==> config.mk <==
export PLATFORM = sky130hd
export DESIGN_NAME = diploid_to_haploid_genotype_converter
export DESIGN_NICKNAME = d
export VERILOG_FILES = /design/src/sv/d2h_pkg.sv /design/src/sv/d2h_ram.sv /design/src/sv/d2h_alu.sv /design/src/sv/d2h_ctrl.sv /design/src/sv/diploid_to_haploid_genotype_converter.sv
export SDC_FILE = /design/constraint.sdc
export NUM_CORES = 2
export LEC_CHECK = 0
export BUFFER_PORTS_ARGS = -buffer_cell sky130_fd_sc_hd__clkbuf_2
export CAP_MARGIN = 20
export CORE_MARGIN = 10
export CORE_UTILIZATION = 44
export CTS_CLUSTER_SIZE = 16
export DETAILED_ROUTE_END_ITERATION = 16
export PLACE_DENSITY = 0.58
export SYNTH_ARGS = -nofsm -noshare
export SYNTH_HDL_FRONTEND = slang
export SYNTH_SLANG_ARGS = --single-unit
==> constraint.sdc <==
create_clock -name clock -period 4.4 [get_ports clock]
set_input_delay 0.22 -clock clock [delete_from_list [all_inputs] [get_ports clock]]
set_output_delay 0.22 -clock clock [all_outputs]
set_load 0.01 [all_outputs]
==> src/sv/d2h_pkg.sv <==
`default_nettype none
// ----------------------------------------------------------------------------
// d2h_pkg: shared types and constants of the genotype ploidy converter
// Sizes, field codes, request and result records and the sequencer states.
// ----------------------------------------------------------------------------
package d2h_pkg;

   // Sizes
   localparam int MAX_ENTRIES = 64;
   localparam int MAX_ALLELES = 10;
   localparam int VALUE_BITS  = 32;
   localparam int ADDR_BITS   = $clog2(MAX_ENTRIES);
   localparam int CNT_BITS    = 7;
   localparam int ENTRY_BITS  = VALUE_BITS + 1;
   // Headroom for the signed sum of up to 45 heterozygote terms.
   localparam int HET_BITS    = VALUE_BITS + 8;

   localparam logic [CNT_BITS-1:0]   MAX_ENTRIES_CNT = CNT_BITS'(MAX_ENTRIES);
   localparam logic [3:0]            MAX_ALLELES_CNT = 4'(MAX_ALLELES);
   localparam logic [VALUE_BITS-1:0] ONE_FIX = {2'b01, {(VALUE_BITS - 2){1'b0}}};

   // Ploidy codes
   localparam logic [7:0] PLOIDY_ZERO    = 8'd0;
   localparam logic [7:0] PLOIDY_HAPLOID = 8'd1;
   localparam logic [7:0] PLOIDY_DIPLOID = 8'd2;

   // Target ploidy codes (signed field)
   localparam logic signed [2:0] TGT_FORCE_MISSING = -3'sd1;
   localparam logic signed [2:0] TGT_ZERO          = 3'sd0;
   localparam logic signed [2:0] TGT_DIPLOID       = 3'sd2;

   // Order type codes
   localparam logic [2:0] ORD_UNORD_GENO  = 3'd0;
   localparam logic [2:0] ORD_PHASED_HAP  = 3'd1;
   localparam logic [2:0] ORD_ORDERED_HAP = 3'd2;
   localparam logic [2:0] ORD_UNORD_HAP   = 3'd3;

   // Value type codes
   localparam logic [1:0] VT_PROB   = 2'd0;
   localparam logic [1:0] VT_ALLELE = 2'd1;

   // One stored entry: missing flag and value.
   typedef struct packed {
      logic                  miss;
      logic [VALUE_BITS-1:0] val;
   } entry_type;

   // One request as it enters the block.
   typedef struct packed {
      logic signed [2:0]     target_ploidy;
      logic [7:0]            source_ploidy;
      logic [2:0]            order_code;
      logic [1:0]            value_code;
      logic [CNT_BITS-1:0]   entry_count;
      logic [3:0]            allele_count;
      logic [5:0]            entry_index;
      logic                  is_missing;
      logic [VALUE_BITS-1:0] value;
   } req_type;

   // One result as it leaves the block.
   typedef struct packed {
      logic [7:0]            ploidy;
      logic [CNT_BITS-1:0]   count;
      logic [2:0]            order_code;
      logic [1:0]            value_code;
      logic                  has_value;
      logic                  missing;
      logic [VALUE_BITS-1:0] value;
      logic                  last;
      logic                  error;
   } rsp_type;

   // Commands to the shared accumulate and compare unit.
   typedef struct packed {
      logic clear;
      logic het_en;
      logic first_en;
      logic cmp_en;
   } alu_ctl_type;

   // Status back from the shared unit.
   typedef struct packed {
      logic                  het_positive;
      logic                  call_miss;
      logic [VALUE_BITS-1:0] first_val;
   } alu_status_type;

   // Sequencer states
   typedef enum logic [3:0] {
      ST_IDLE,
      ST_FILL,
      ST_CALL_SCAN,
      ST_CALL_DRAIN,
      ST_CALL_OUT,
      ST_HET_SCAN,
      ST_HET_DRAIN,
      ST_HOM_READ,
      ST_HOM_OUT
   } state_type;

endpackage
`default_nettype wire

==> src/sv/d2h_ram.sv <==
`default_nettype none
// ----------------------------------------------------------------------------
// d2h_ram: generic single-port-write, single-port-read RAM
// One write and one registered read per cycle; read data holds without rd_en.
// ----------------------------------------------------------------------------
module d2h_ram #(
   parameter int WIDTH = 33,
   parameter int DEPTH = 64
) (
   input  wire logic                     clock,
   input  wire logic                     wr_en,
   input  wire logic [$clog2(DEPTH)-1:0] wr_addr,
   input  wire logic [WIDTH-1:0]         wr_data,
   input  wire logic                     rd_en,
   input  wire logic [$clog2(DEPTH)-1:0] rd_addr,
   output logic      [WIDTH-1:0]         rd_data
);

   logic [WIDTH-1:0] mem_ff [DEPTH];
   logic [WIDTH-1:0] rd_data_ff;

   // Storage array and registered read port.
   always_ff @(posedge clock) begin
      if (wr_en) begin
         mem_ff[wr_addr] <= wr_data;
      end
      if (rd_en) begin
         rd_data_ff <= mem_ff[rd_addr];
      end
   end

   assign rd_data = rd_data_ff;

endmodule
`default_nettype wire

==> src/sv/d2h_alu.sv <==
`default_nettype none
// ----------------------------------------------------------------------------
// d2h_alu: shared accumulate and compare unit
// Sums heterozygote terms for the probability run and checks that all
// entries of a call run agree with the first one.
// ----------------------------------------------------------------------------
module d2h_alu import d2h_pkg::*; (
   input  wire logic           clock,
   input  wire logic           reset,
   input  wire alu_ctl_type    alu_ctl,
   input  wire entry_type      alu_data,
   output alu_status_type      alu_status
);

   logic signed [HET_BITS-1:0] het_ff, het_in;
   logic signed [HET_BITS-1:0] term;
   entry_type                  first_ff, first_in;
   logic                       call_miss_ff, call_miss_in;

   // A missing entry counts as minus one, a present one as its value.
   always_comb begin
      if (alu_data.miss) begin
         term = -$signed(HET_BITS'(ONE_FIX));
      end else begin
         term = $signed(HET_BITS'(alu_data.val));
      end
   end

   // Next values of the accumulator and the call comparison.
   always_comb begin
      het_in       = het_ff;
      first_in     = first_ff;
      call_miss_in = call_miss_ff;
      if (alu_ctl.clear) begin
         het_in = '0;
      end else if (alu_ctl.het_en) begin
         het_in = het_ff + term;
      end
      if (alu_ctl.first_en) begin
         first_in     = alu_data;
         call_miss_in = alu_data.miss;
      end else if (alu_ctl.cmp_en) begin
         call_miss_in = call_miss_ff || alu_data.miss || (alu_data.val != first_ff.val);
      end
   end

   always_ff @(posedge clock) begin
      if (reset) begin
         het_ff       <= '0;
         call_miss_ff <= 1'b0;
      end else begin
         het_ff       <= het_in;
         call_miss_ff <= call_miss_in;
      end
      first_ff <= first_in;
   end

   assign alu_status.het_positive = !het_ff[HET_BITS-1] && (het_ff != '0);
   assign alu_status.call_miss    = call_miss_ff;
   assign alu_status.first_val    = first_ff.val;

endmodule
`default_nettype wire

==> src/sv/d2h_ctrl.sv <==
`default_nettype none
// ----------------------------------------------------------------------------
// d2h_ctrl: request decoder, run sequencer and result register
// Passes simple requests through, buffers converted entries in the entry RAM
// and, at the last entry, emits the converted run, from the RAM where needed.
// ----------------------------------------------------------------------------
module d2h_ctrl import d2h_pkg::*; (
   input  wire logic                 clock,
   input  wire logic                 reset,
   input  wire logic                 req_valid,
   output logic                      req_ready,
   input  wire req_type              req,
   output logic                      rsp_valid,
   input  wire logic                 rsp_ready,
   output rsp_type                   rsp,
   output logic                      ram_wr_en,
   output logic [ADDR_BITS-1:0]      ram_wr_addr,
   output entry_type                 ram_wr_data,
   output logic                      ram_rd_en,
   output logic [ADDR_BITS-1:0]      ram_rd_addr,
   input  wire entry_type            ram_rd_data,
   output alu_ctl_type               alu_ctl,
   output entry_type                 alu_data,
   input  wire alu_status_type       alu_status
);

   state_type state_ff, state_in;

   logic [CNT_BITS-1:0] n_ff, n_in;
   logic [CNT_BITS-1:0] count_ff, count_in;
   logic [CNT_BITS-1:0] idx_ff, idx_in;
   logic [CNT_BITS-1:0] hom_pos_ff, hom_pos_in;
   logic [7:0]          fill_ploidy_ff, fill_ploidy_in;
   logic [3:0]          alleles_ff, alleles_in;
   logic [3:0]          allele_ff, allele_in;
   logic [3:0]          step_ff, step_in;

   logic tag_valid_ff, tag_valid_in;
   logic tag_call_ff, tag_call_in;
   logic tag_hom_ff, tag_hom_in;
   logic tag_first_ff, tag_first_in;
   logic tag_range_ff, tag_range_in;

   logic    rsp_valid_ff, rsp_valid_in;
   rsp_type rsp_ff, rsp_in;

   logic                accept;
   logic                out_free;
   logic                src_ok;
   logic                want_conv;
   logic                is_last;
   logic                tgt_neg1;
   logic                tgt_zero;
   logic                call_order;
   logic [3:0]          alleles_sat;
   logic [CNT_BITS-1:0] idx_inc;
   logic                at_hom;
   logic                last_allele;
   logic                fill_last;
   logic                alu_clear;
   entry_type           fetched;

   function automatic rsp_type make_rsp(input logic [7:0]            ploidy,
                                        input logic [CNT_BITS-1:0]   count,
                                        input logic [2:0]            ord,
                                        input logic [1:0]            vt,
                                        input logic                  has,
                                        input logic                  miss,
                                        input logic [VALUE_BITS-1:0] val,
                                        input logic                  last,
                                        input logic                  err);
      rsp_type r;
      r.ploidy     = ploidy;
      r.count      = count;
      r.order_code = ord;
      r.value_code = vt;
      r.has_value  = has;
      r.missing    = miss;
      r.value      = (miss || !has) ? '0 : val;
      r.last       = last;
      r.error      = err;
      return r;
   endfunction

   // Request decode and common conditions.
   assign out_free    = !rsp_valid_ff || rsp_ready;
   assign req_ready   = (state_ff == ST_IDLE) && out_free;
   assign accept      = req_valid && req_ready;
   assign src_ok      = (req.source_ploidy == PLOIDY_DIPLOID);
   assign want_conv   = (req.target_ploidy < TGT_DIPLOID) &&
                        (((req.order_code == ORD_UNORD_GENO ||
                           req.order_code == ORD_PHASED_HAP) && req.value_code == VT_PROB) ||
                         ((req.order_code == ORD_ORDERED_HAP ||
                           req.order_code == ORD_UNORD_HAP) && req.value_code == VT_ALLELE));
   assign is_last     = (({1'b0, req.entry_index} + CNT_BITS'(1)) == req.entry_count);
   assign tgt_neg1    = (req.target_ploidy == TGT_FORCE_MISSING);
   assign tgt_zero    = (req.target_ploidy == TGT_ZERO);
   assign call_order  = (req.order_code == ORD_ORDERED_HAP) ||
                        (req.order_code == ORD_UNORD_HAP);
   assign alleles_sat = (req.allele_count > MAX_ALLELES_CNT) ? MAX_ALLELES_CNT
                                                             : req.allele_count;
   assign idx_inc     = idx_ff + CNT_BITS'(1);
   assign at_hom      = (idx_ff == hom_pos_ff);
   assign last_allele = ((allele_ff + 4'd1) == alleles_ff);
   assign fill_last   = (idx_inc == count_ff);

   // An entry outside the run or the store reads as present with value zero.
   assign fetched     = tag_range_ff ? ram_rd_data : '0;

   // Next state.
   always_comb begin
      state_in = state_ff;
      unique case (state_ff)
         ST_IDLE: begin
            if (accept && src_ok && want_conv && is_last) begin
               if (tgt_neg1) begin
                  state_in = ST_FILL;
               end else if (tgt_zero) begin
                  state_in = ST_IDLE;
               end else if (call_order) begin
                  state_in = ST_CALL_SCAN;
               end else if (alleles_sat == 4'd0) begin
                  state_in = ST_IDLE;
               end else if (req.order_code == ORD_PHASED_HAP) begin
                  state_in = ST_FILL;
               end else begin
                  state_in = ST_HET_SCAN;
               end
            end
         end
         ST_FILL: begin
            if (out_free && fill_last) begin
               state_in = ST_IDLE;
            end
         end
         ST_CALL_SCAN: begin
            if (idx_inc == n_ff) begin
               state_in = ST_CALL_DRAIN;
            end
         end
         ST_CALL_DRAIN: begin
            state_in = ST_CALL_OUT;
         end
         ST_CALL_OUT: begin
            if (out_free) begin
               state_in = ST_IDLE;
            end
         end
         ST_HET_SCAN: begin
            if (at_hom && last_allele) begin
               state_in = ST_HET_DRAIN;
            end
         end
         ST_HET_DRAIN: begin
            state_in = ST_HOM_READ;
         end
         ST_HOM_READ: begin
            state_in = ST_HOM_OUT;
         end
         ST_HOM_OUT: begin
            if (out_free) begin
               state_in = last_allele ? ST_IDLE : ST_HOM_READ;
            end
         end
         default: begin
            state_in = ST_IDLE;
         end
      endcase
   end

   // Datapath controls, counters and result loading.
   always_comb begin
      n_in           = n_ff;
      count_in       = count_ff;
      idx_in         = idx_ff;
      hom_pos_in     = hom_pos_ff;
      fill_ploidy_in = fill_ploidy_ff;
      alleles_in     = alleles_ff;
      allele_in      = allele_ff;
      step_in        = step_ff;
      tag_valid_in   = 1'b0;
      tag_call_in    = 1'b0;
      tag_hom_in     = 1'b0;
      tag_first_in   = 1'b0;
      tag_range_in   = tag_range_ff;
      rsp_in         = rsp_ff;
      rsp_valid_in   = rsp_valid_ff && !rsp_ready;
      ram_wr_en      = 1'b0;
      ram_wr_addr    = req.entry_index[ADDR_BITS-1:0];
      ram_wr_data.miss = req.is_missing;
      ram_wr_data.val  = req.is_missing ? '0 : req.value;
      ram_rd_en      = 1'b0;
      ram_rd_addr    = idx_ff[ADDR_BITS-1:0];
      alu_clear      = 1'b0;

      unique case (state_ff)
         ST_IDLE: begin
            if (accept) begin
               if (!src_ok) begin
                  rsp_valid_in = 1'b1;
                  rsp_in = make_rsp(req.source_ploidy, '0, ORD_UNORD_GENO, VT_PROB,
                                    1'b0, 1'b0, '0, 1'b1, 1'b1);
               end else if (!want_conv) begin
                  rsp_valid_in = 1'b1;
                  rsp_in = make_rsp(PLOIDY_DIPLOID, req.entry_count, req.order_code,
                                    req.value_code, 1'b1, req.is_missing, req.value,
                                    is_last, 1'b0);
               end else begin
                  // Buffer the entry and prime the run counters.
                  ram_wr_en  = ({1'b0, req.entry_index} < MAX_ENTRIES_CNT);
                  n_in       = req.entry_count;
                  alleles_in = alleles_sat;
                  idx_in     = '0;
                  allele_in  = 4'd0;
                  hom_pos_in = '0;
                  step_in    = 4'd2;
                  if (is_last) begin
                     if (tgt_neg1) begin
                        fill_ploidy_in = PLOIDY_DIPLOID;
                        count_in       = req.entry_count;
                     end else if (tgt_zero && !call_order) begin
                        rsp_valid_in = 1'b1;
                        rsp_in = make_rsp(PLOIDY_HAPLOID, CNT_BITS'(1), ORD_UNORD_GENO,
                                          VT_PROB, 1'b1, 1'b0, ONE_FIX, 1'b1, 1'b0);
                     end else if (tgt_zero) begin
                        rsp_valid_in = 1'b1;
                        rsp_in = make_rsp(PLOIDY_ZERO, '0, ORD_ORDERED_HAP, VT_ALLELE,
                                          1'b0, 1'b0, '0, 1'b1, 1'b0);
                     end else if (call_order) begin
                        idx_in = '0;
                     end else if (alleles_sat == 4'd0) begin
                        rsp_valid_in = 1'b1;
                        rsp_in = make_rsp(PLOIDY_HAPLOID, '0, ORD_UNORD_GENO, VT_PROB,
                                          1'b0, 1'b0, '0, 1'b1, 1'b0);
                     end else if (req.order_code == ORD_PHASED_HAP) begin
                        fill_ploidy_in = PLOIDY_HAPLOID;
                        count_in       = CNT_BITS'(alleles_sat);
                     end else begin
                        alu_clear = 1'b1;
                     end
                  end
               end
            end
         end
         ST_FILL: begin
            // Every result of the run is missing.
            if (out_free) begin
               rsp_valid_in = 1'b1;
               rsp_in = make_rsp(fill_ploidy_ff, count_ff, ORD_UNORD_GENO, VT_PROB,
                                 1'b1, 1'b1, '0, fill_last, 1'b0);
               idx_in = idx_inc;
            end
         end
         ST_CALL_SCAN: begin
            // Read every entry of the run, one a cycle.
            ram_rd_en    = 1'b1;
            tag_valid_in = 1'b1;
            tag_call_in  = 1'b1;
            tag_first_in = (idx_ff == '0);
            tag_range_in = (idx_ff < MAX_ENTRIES_CNT);
            idx_in       = idx_inc;
         end
         ST_CALL_DRAIN: begin
         end
         ST_CALL_OUT: begin
            if (out_free) begin
               rsp_valid_in = 1'b1;
               rsp_in = make_rsp(PLOIDY_HAPLOID, CNT_BITS'(1), ORD_ORDERED_HAP, VT_ALLELE,
                                 1'b1, alu_status.call_miss, alu_status.first_val,
                                 1'b1, 1'b0);
            end
         end
         ST_HET_SCAN: begin
            // Walk up to the last homozygote, summing the entries between.
            ram_rd_en    = 1'b1;
            tag_valid_in = 1'b1;
            tag_hom_in   = at_hom;
            tag_range_in = (idx_ff < n_ff) && (idx_ff < MAX_ENTRIES_CNT);
            idx_in       = idx_inc;
            if (at_hom) begin
               hom_pos_in = hom_pos_ff + CNT_BITS'(step_ff);
               step_in    = step_ff + 4'd1;
               allele_in  = allele_ff + 4'd1;
            end
         end
         ST_HET_DRAIN: begin
            allele_in  = 4'd0;
            hom_pos_in = '0;
            step_in    = 4'd2;
         end
         ST_HOM_READ: begin
            ram_rd_en    = 1'b1;
            ram_rd_addr  = hom_pos_ff[ADDR_BITS-1:0];
            tag_range_in = (hom_pos_ff < n_ff) && (hom_pos_ff < MAX_ENTRIES_CNT);
         end
         ST_HOM_OUT: begin
            // Emit the homozygote, missing if it is missing or the het sum is positive.
            if (out_free) begin
               rsp_valid_in = 1'b1;
               rsp_in = make_rsp(PLOIDY_HAPLOID, CNT_BITS'(alleles_ff), ORD_UNORD_GENO,
                                 VT_PROB, 1'b1, alu_status.het_positive || fetched.miss,
                                 fetched.val, last_allele, 1'b0);
               hom_pos_in = hom_pos_ff + CNT_BITS'(step_ff);
               step_in    = step_ff + 4'd1;
               allele_in  = allele_ff + 4'd1;
            end
         end
         default: begin
         end
      endcase
   end

   // Read data from the previous cycle drives the shared unit.
   assign alu_data         = fetched;
   assign alu_ctl.clear    = alu_clear;
   assign alu_ctl.het_en   = tag_valid_ff && !tag_call_ff && !tag_hom_ff;
   assign alu_ctl.first_en = tag_valid_ff && tag_call_ff && tag_first_ff;
   assign alu_ctl.cmp_en   = tag_valid_ff && tag_call_ff && !tag_first_ff;

   always_ff @(posedge clock) begin
      if (reset) begin
         state_ff     <= ST_IDLE;
         rsp_valid_ff <= 1'b0;
         tag_valid_ff <= 1'b0;
      end else begin
         state_ff     <= state_in;
         rsp_valid_ff <= rsp_valid_in;
         tag_valid_ff <= tag_valid_in;
      end
      n_ff           <= n_in;
      count_ff       <= count_in;
      idx_ff         <= idx_in;
      hom_pos_ff     <= hom_pos_in;
      fill_ploidy_ff <= fill_ploidy_in;
      alleles_ff     <= alleles_in;
      allele_ff      <= allele_in;
      step_ff        <= step_in;
      tag_call_ff    <= tag_call_in;
      tag_hom_ff     <= tag_hom_in;
      tag_first_ff   <= tag_first_in;
      tag_range_ff   <= tag_range_in;
      rsp_ff         <= rsp_in;
   end

   assign rsp_valid = rsp_valid_ff;
   assign rsp       = rsp_ff;

   // Read tags only follow a scanning state.
   assert property (@(posedge clock) disable iff (reset)
      tag_valid_ff |-> $past(state_ff == ST_CALL_SCAN || state_ff == ST_HET_SCAN))
      else $error("read tag without a scan");

   // The homozygote pointer never falls behind the scan index.
   assert property (@(posedge clock) disable iff (reset)
      state_ff == ST_HET_SCAN |-> hom_pos_ff >= idx_ff)
      else $error("homozygote pointer behind scan index");

   // Emission counters stay inside the run.
   assert property (@(posedge clock) disable iff (reset)
      state_ff == ST_HOM_OUT |-> allele_ff < alleles_ff)
      else $error("allele counter beyond run");

   assert property (@(posedge clock) disable iff (reset)
      state_ff == ST_FILL |-> idx_ff < count_ff)
      else $error("fill counter beyond run");

endmodule
`default_nettype wire

==> src/sv/diploid_to_haploid_genotype_converter.sv <==
`default_nettype none
// ----------------------------------------------------------------------------
// diploid_to_haploid_genotype_converter: per-sample ploidy conversion
// Passes diploid entries through or buffers them and emits a haploid,
// zero-ploid or all-missing run at the last entry of the sample.
// ----------------------------------------------------------------------------
//
//   Channel   Direction   Handshake              Carries
//   req_*     in          req_valid/req_ready    one genotype entry
//   rsp_*     out         rsp_valid/rsp_ready    one result of a run
//
// Pass-through, error and buffered entries are taken one after another while
// the result register is free. At the last entry of a converted sample a
// forced-missing or phased run emits one result a cycle while the result
// register is free; a call run scans its n entries and emits one result; a
// probability run scans (A-1)(A+2)/2 + 1 entries, then emits its A results,
// each read first from the RAM read port. Requests wait while a run is emitted.
// Reset clears the sequencer and the result register; the entry RAM needs
// no clearing. A stalled result holds in the result register.
// ----------------------------------------------------------------------------
module diploid_to_haploid_genotype_converter import d2h_pkg::*; (
   input  wire logic                    clock,
   input  wire logic                    reset,
   input  wire logic                    req_valid,
   output logic                         req_ready,
   input  wire logic signed [2:0]       req_target_ploidy,
   input  wire logic [7:0]              req_source_ploidy,
   input  wire logic [2:0]              req_order_type,
   input  wire logic [1:0]              req_value_type,
   input  wire logic [CNT_BITS-1:0]     req_entry_count,
   input  wire logic [3:0]              req_allele_count,
   input  wire logic [5:0]              req_entry_index,
   input  wire logic                    req_is_missing,
   input  wire logic [VALUE_BITS-1:0]   req_value,
   output logic                         rsp_valid,
   input  wire logic                    rsp_ready,
   output logic [7:0]                   rsp_out_ploidy,
   output logic [CNT_BITS-1:0]          rsp_out_count,
   output logic [2:0]                   rsp_out_order_type,
   output logic [1:0]                   rsp_out_value_type,
   output logic                         rsp_has_value,
   output logic                         rsp_out_missing,
   output logic [VALUE_BITS-1:0]        rsp_out_value,
   output logic                         rsp_last,
   output logic                         rsp_error
);

   req_type             req;
   rsp_type             rsp;
   logic                ram_wr_en;
   logic [ADDR_BITS-1:0] ram_wr_addr;
   entry_type           ram_wr_data;
   logic                ram_rd_en;
   logic [ADDR_BITS-1:0] ram_rd_addr;
   entry_type           ram_rd_data;
   alu_ctl_type         alu_ctl;
   entry_type           alu_data;
   alu_status_type      alu_status;

   // Gather the request fields.
   assign req.target_ploidy = req_target_ploidy;
   assign req.source_ploidy = req_source_ploidy;
   assign req.order_code    = req_order_type;
   assign req.value_code    = req_value_type;
   assign req.entry_count   = req_entry_count;
   assign req.allele_count  = req_allele_count;
   assign req.entry_index   = req_entry_index;
   assign req.is_missing    = req_is_missing;
   assign req.value         = req_value;

   d2h_ctrl u_ctrl (
      .clock       (clock),
      .reset       (reset),
      .req_valid   (req_valid),
      .req_ready   (req_ready),
      .req         (req),
      .rsp_valid   (rsp_valid),
      .rsp_ready   (rsp_ready),
      .rsp         (rsp),
      .ram_wr_en   (ram_wr_en),
      .ram_wr_addr (ram_wr_addr),
      .ram_wr_data (ram_wr_data),
      .ram_rd_en   (ram_rd_en),
      .ram_rd_addr (ram_rd_addr),
      .ram_rd_data (ram_rd_data),
      .alu_ctl     (alu_ctl),
      .alu_data    (alu_data),
      .alu_status  (alu_status)
   );

   d2h_ram #(
      .WIDTH (ENTRY_BITS),
      .DEPTH (MAX_ENTRIES)
   ) u_entry_ram (
      .clock   (clock),
      .wr_en   (ram_wr_en),
      .wr_addr (ram_wr_addr),
      .wr_data (ram_wr_data),
      .rd_en   (ram_rd_en),
      .rd_addr (ram_rd_addr),
      .rd_data (ram_rd_data)
   );

   d2h_alu u_alu (
      .clock      (clock),
      .reset      (reset),
      .alu_ctl    (alu_ctl),
      .alu_data   (alu_data),
      .alu_status (alu_status)
   );

   // Spread the result record over the ports.
   assign rsp_out_ploidy     = rsp.ploidy;
   assign rsp_out_count      = rsp.count;
   assign rsp_out_order_type = rsp.order_code;
   assign rsp_out_value_type = rsp.value_code;
   assign rsp_has_value      = rsp.has_value;
   assign rsp_out_missing    = rsp.missing;
   assign rsp_out_value      = rsp.value;
   assign rsp_last           = rsp.last;
   assign rsp_error          = rsp.error;

endmodule
`default_nettype wire

Yosys cells after proc, flatten, opt, wreduce, memory -nomap -nowiden
Memories as Yosys holds them, arrays and structs flattened. A register that Yosys moved wholly into a read port is not among the register bits.
Cells that the tools add are included.
{"block": "totals", "reg_bits": 187, "ram_bits": 2112, "input_bits": 70, "out_inout_bits": 58, "memories": 1}
{"memory": "u_entry_ram.mem_ff", "depth": 64, "word_bits": 33, "read_ports": 1, "rd_ports_with_merged_regs": 1, "write_ports": 1, "line": "d2h_ram.sv:19", "rtl": "logic [WIDTH-1:0] mem_ff [DEPTH];"}
{"block": "op_classes", "addsub": 6, "order_cmp": 6, "eq_ne": 39, "mux": 98, "reduce_logical": 57}
{"op": "2-to-1 mux 56 bit", "count": 12}
{"op": "case mux 56 bit (4 select lines)", "count": 1}
{"op": "2-to-1 mux 32 bit", "count": 3}
{"op": "2-to-1 mux 4 bit", "count": 21}
{"op": "2-to-1 mux 7 bit", "count": 12}
{"op": "adder 40 bit", "count": 1}
{"op": "2-to-1 mux 40 bit", "count": 1}
{"op": "2-to-1 mux 8 bit", "count": 5}
{"op": "nonzero test 40 bit", "count": 1}
{"op": "case mux 4 bit (9 select lines)", "count": 1}
{"op": "2-to-1 mux 33 bit", "count": 1}
{"op": "2-to-1 mux 1 bit", "count": 32}
{"op": "!= test 32 bit", "count": 1}
{"op": "case mux 4 bit (4 select lines)", "count": 2}
{"op": "== test 7 bit", "count": 4}
{"op": "!= test 2 x 1 -> 1 bit (second input constant)", "count": 14}
{"op": "case mux 7 bit (4 select lines)", "count": 1}
{"op": "case mux 7 bit (3 select lines)", "count": 1}
{"op": "logical AND 1 bit", "count": 20}
{"op": "== test 4 x 3 -> 1 bit (second input constant)", "count": 4}
{"op": "< comparator 7 bit", "count": 2}
{"op": "< comparator 7 bit (second input constant)", "count": 2}
{"op": "!= test 6 bit (second input constant)", "count": 2}
{"op": "AND reduction 6 bit", "count": 2}
{"op": "35 further kinds", "count": 60}

Longest topological paths before layout
{"block": "depth", "word_depth": 14, "mapped_depth": 15, "mapped_depth_nobuf": 14}

Modules after synthesis
From an unflattened synthesis, not the netlist that was laid out.
{"block": "hier_totals", "cells_unflattened": 4783, "area_unflattened_um2": 93109.3}
{"module": "d2h_ram", "instances": 1, "cells_per_inst": 3610, "area_per_inst_um2": 81424.3, "seq_area_each_um2": 64411.8}
{"module": "d2h_ctrl", "instances": 1, "cells_per_inst": 612, "area_per_inst_um2": 6571.3, "seq_area_each_um2": 3153.0}
{"module": "d2h_alu", "instances": 1, "cells_per_inst": 561, "area_per_inst_um2": 5113.7, "seq_area_each_um2": 1781.7}

Worst setup path after synthesis
Ideal clock, no wire load.
{"block": "synth_path", "path_type": "input to register", "start": "input req_entry_index[0]", "end": "register u_ctrl.rsp_ff (netlist bit u_ctrl.rsp[0]), enable pin", "setup_ps": 470, "arrival_time_ps": 3954, "t_required_ps": 3930, "setup_slack_ps": -24, "stages": 8, "path_buffers": 0, "cell_sequence": "ha_1 and2_1 or2_2 a211oi_1 o211ai_1 o21ai_0 a31oi_1 nor2_1"}
{"block": "synth_between", "elab_chain_cells": 4}
{"item": "start: declaration", "line": "diploid_to_haploid_genotype_converter.sv:32", "rtl": "input wire logic [5:0] req_entry_index,"}
{"item": "adder 6 x 1 -> 7 bit", "line": "d2h_ctrl.sv:95", "rtl": "assign is_last = (({1'b0, req.entry_index} + CNT_BITS'(1)) == req.entry_count);"}
{"item": "== test 7 bit", "line": "d2h_ctrl.sv:95"}
{"item": "!= test 4 bit (no line)"}
{"item": "AND reduction 9 bit (no line)"}
{"item": "end signal: assignment", "line": "d2h_ctrl.sv:342", "rtl": "rsp_ff <= rsp_in;"}
{"item": "end: declaration", "line": "d2h_ctrl.sv:45", "rtl": "rsp_type rsp_ff, rsp_in;"}
Every way passes these cells.
A chain may end at the register's enable or synchronous reset.

Final worst setup path
{"block": "layout_path", "start": "register u_ctrl.state_ff[0]", "end": "register u_entry_ram.rd_data_ff[15], in the netlist u_entry_ram.rd_data[15] (read register of u_entry_ram.mem_ff) (data pin)"}
{"block": "layout_between", "elab_chain_cells": 3}
{"item": "start: declaration", "line": "d2h_ctrl.sv:27", "rtl": "state_type state_ff, state_in;"}
{"item": "start signal: assignment", "line": "d2h_ctrl.sv:326", "rtl": "state_ff <= state_in;"}
{"item": "== test 4 x 2 -> 1 bit or == test 4 x 3 -> 1 bit (tied branches)", "line": "d2h_ctrl.sv:196", "rtl": "unique case (state_ff)"}
{"item": "OR reduction 3 bit (no line)"}
{"item": "2-to-1 mux 1 bit", "line": "d2h_ctrl.sv:196"}
{"item": "end: declaration", "line": "d2h_ram.sv:20", "rtl": "logic [WIDTH-1:0] rd_data_ff;"}
Parallel ways exist; a longest one is shown, timed or not.

==> flow_metrics.tcl <==
set metrics [dict create \
    status "finished clean" \
    htree_levels 4 \
    grt_max_degree 119 \
    syn2layout_area_growth_pct 15.9 \
    ant_nets 0 \
    grt_pass1_wl_um 436000 \
    synth_top_cell_area_share_pct 71.3 \
    finalCritPeriodShare_pct 98.2 \
    synthTopCellsByArea "edfxtp_1 (71%), nand2_1 (8.9%), nand3_1 (5.6%), a311oi_1 (2.4%), clkbuf_1 (1.2%)" \
    wl_per_cell_um 27.1 \
    start_kind "flip-flop" \
    synthesis.nets 7834 \
    drive_above_1_share_pct 11.9 \
    die_area_um2 237000 \
    clock_path_buffers 3 \
    worstPathArrival_ns 4.86 \
    final_core_util_pct 51.2 \
    synth-edff-count 2276 \
    antenna_found_initial 14 \
    syn-cell-area_um2 95900 \
    grt.overflow.total 0 \
    num_rows 171 \
    die_h_um 487 \
    numCtsBuffers 234 \
    placed_area_um2 103000 \
    synth-seq-cells 2326 \
    leakage_uw 0.0393 \
    synth.distinct_cells 76 \
    io_pins 128 \
    worst_pin_slew_ns 1.13 \
    syn_avg_cell_area_um2 12.4 \
    stdcell_area_um2 111000 \
    maxSlewViolCount 0 \
    setup_viol 0 \
    drt_iter0_drc 8100 \
    track_usage_pct 24.6 \
    crit_required_ns 4.94 \
    syn-instance-count 7701 \
    vias_per_cell 5.93 \
    wl_um 300000 \
    cap_violations 0 \
    holdWs_ns 0.0579 \
    cts.clk_slew.worst_paths_ns 0.06 \
    synthTopCellsByCount "nand2_1 (2,278), edfxtp_1 (2,276), nand3_1 (1,081)" \
    cts_tree "yes" \
    ir_drop_v 0.000365 \
    rsz0062_at_grt "no" \
    cts-root-buf "clkbuf_16" \
    ys_async_sr_fraction_pct 0 \
    nNetsFinal 8132 \
    p_per_area_nw_per_um2 478 \
    clk_latency_ns 0.90 \
    via_count 65500 \
    die_w_um 487 \
    start_util_pct 44.2 \
    clock_sinks 2326 \
    yosys_warnings 0 \
    final.min_clock_period_ns 4.32 \
    end_kind "flip-flop" \
    finClkSkew_ns 0.0486 \
    path_max_fanout 22 \
    place_congestion 0.890 \
    relSlewSlack_pct 24.8 \
    drt_drc_violations_left 0 \
    yosysMostFrequentCell "nand2_1" \
    crit_type "reg2reg" \
    synthFlopType "edfxtp_1" \
    dp_hpwl_um 179000 \
    core_area_um2 217000 \
    fmax_ghz 0.231 \
    finalHoldViolations 0 \
    yosysTopAreaCell "edfxtp_1" \
    numPortBuffers 127 \
    hp-class "in2reg" \
    dr.pass1.iters 6 \
    grt_pass1_vias 62400 \
    yosysSeqAreaShare_pct 72.3 \
]
report_power, final:
part / leakage [uW] / internal, uW / switching [uW] / total [uW]
Clock: 0.00359 / 10800 / 8440 / 19300
Sequential: 0.0212 / 24900 / 258 / 25100
Combinational: 0.0145 / 2680 / 6090 / 8770
final timing paths:
check / slack, ns / cells past startpoint / from / end
worst max register to register: 0.08 / 11 / u_ctrl.state_ff[0] / u_entry_ram.rd_data[15]
worst min-delay path: 0.06 / 3 / req_value[8] / u_entry_ram.mem_ff[21][8]
worst max-delay path: 0.08 / 11 / u_ctrl.state_ff[0] / u_entry_ram.rd_data[15]
worst min register to register: 0.47 / 2 / u_alu.het_ff[33] / u_alu.het_ff[33]
state kept, by name, indices dropped and copies added (netlist names), 2 cells and up:
| register | flops |
|---|---|
| u_entry_ram.rd_data | 33 |
| u_ctrl.count_ff | 7 |
| u_ctrl.hom_pos_ff | 7 |
| u_ctrl.step_ff | 4 |
| u_alu.het_ff | 40 |
| u_ctrl.alleles_ff | 4 |
| u_ctrl.allele_ff | 4 |
| u_ctrl.rsp | 56 |
| u_ctrl.n_ff | 7 |
| u_alu.alu_status | 32 |
| u_ctrl.state_ff | 4 |
| u_ctrl.fill_ploidy_ff | 2 |
| u_entry_ram.mem_ff | 2112 |
| u_ctrl.idx_ff | 7 |
cell families after synthesis:
group	Yosys count	synth area share, %
fa+ha+maj	63	0.838
mux	15	0.175
compound gates	756	5.79
xor+xnor	104	0.966
simple gates	3872	17.5
buf+inv	565	2.43
flops	2326	72.3
per-stage QoR:
stage | cells | setup WS, ns | total power [uW] | TNS [ns]
floorplan | 7701 | 0.536 | 30300 | 0
global placement | 10600 | -0.340 | 34200 | -1.05
detailed placement | 10600 | -0.0511 | 34200 | -0.0511
CTS | 11000 | 0.0670 | 53400 | 0
global route | 11100 | 0.0275 | 55000 | 0
finish | 11100 | 0.0775 | 53200 | 0
layout make-up:
| type | instances | area, um^2 |
|---|---|---|
| sequential | 2326 | 69300 |
| tap | 2854 | 3570 |
| clock inverter | 147 | 1240 |
| clock buffer | 287 | 6120 |
| multi-input combinational | 4811 | 25100 |
| antenna | 6 | 15.0 |
| inverter | 57 | 214 |
| timing repair buffer | 569 | 5550 |
| fill | 18400 | 106000 |
per-layer routing:
layer	wire, um	global-route usage, %	vias to the layer above	share of wire [%]
li1	-	-	28900	-
met4	10200	8.24	10	3.4
met1	124000	34.4	33000	41
met3	27100	4.56	499	9.0
met5	88	0	-	0.029
met2	139000	38.9	3156	46
placed cells by master, fill, tap and decap left out, types with 20 or more instances in the layout:
master	count
a21o_1	26
a21oi_1	72
a22oi_1	96
a311oi_1	267
a31oi_1	137
and3_1	142
buf_12	113
buf_4	269
clkbuf_1	50
clkbuf_16	237
clkbuf_2	126
clkinv_1	66
clkinv_2	42
dfxtp_1	48
dlygate4sd3_1	56
edfxtp_1	2276
ha_1	61
inv_1	56
nand2_1	2278
nand2b_1	20
nand3_1	1081
nor2_1	113
nor2_4	66
nor2b_1	23
nor2b_4	33
nor3_1	25
o21ai_0	76
xnor2_1	42
xor2_1	60
worst max-delay path: stages, from the launching register on:
cell and delay (ns):
dfxtp_1 0.31, nor2b_4 0.15, nand3_4 0.10, buf_6 0.30, mux2i_4 0.55, buf_4 0.38, buf_4 0.33, a311oi_1 0.07
a311oi_1 0.74, a31oi_1 0.22, a22oi_1 0.38, nand2_1 0.37
repair_timing:
action,CTS,global route
setup endpoints to repair,1,4
endpoints found under the hold margin,551,0
cloned,1,0
setup buffers,0,1
resized for setup,2,2
hold buffers,56,0
No activity file was read; power rests on OpenSTA's default activity.
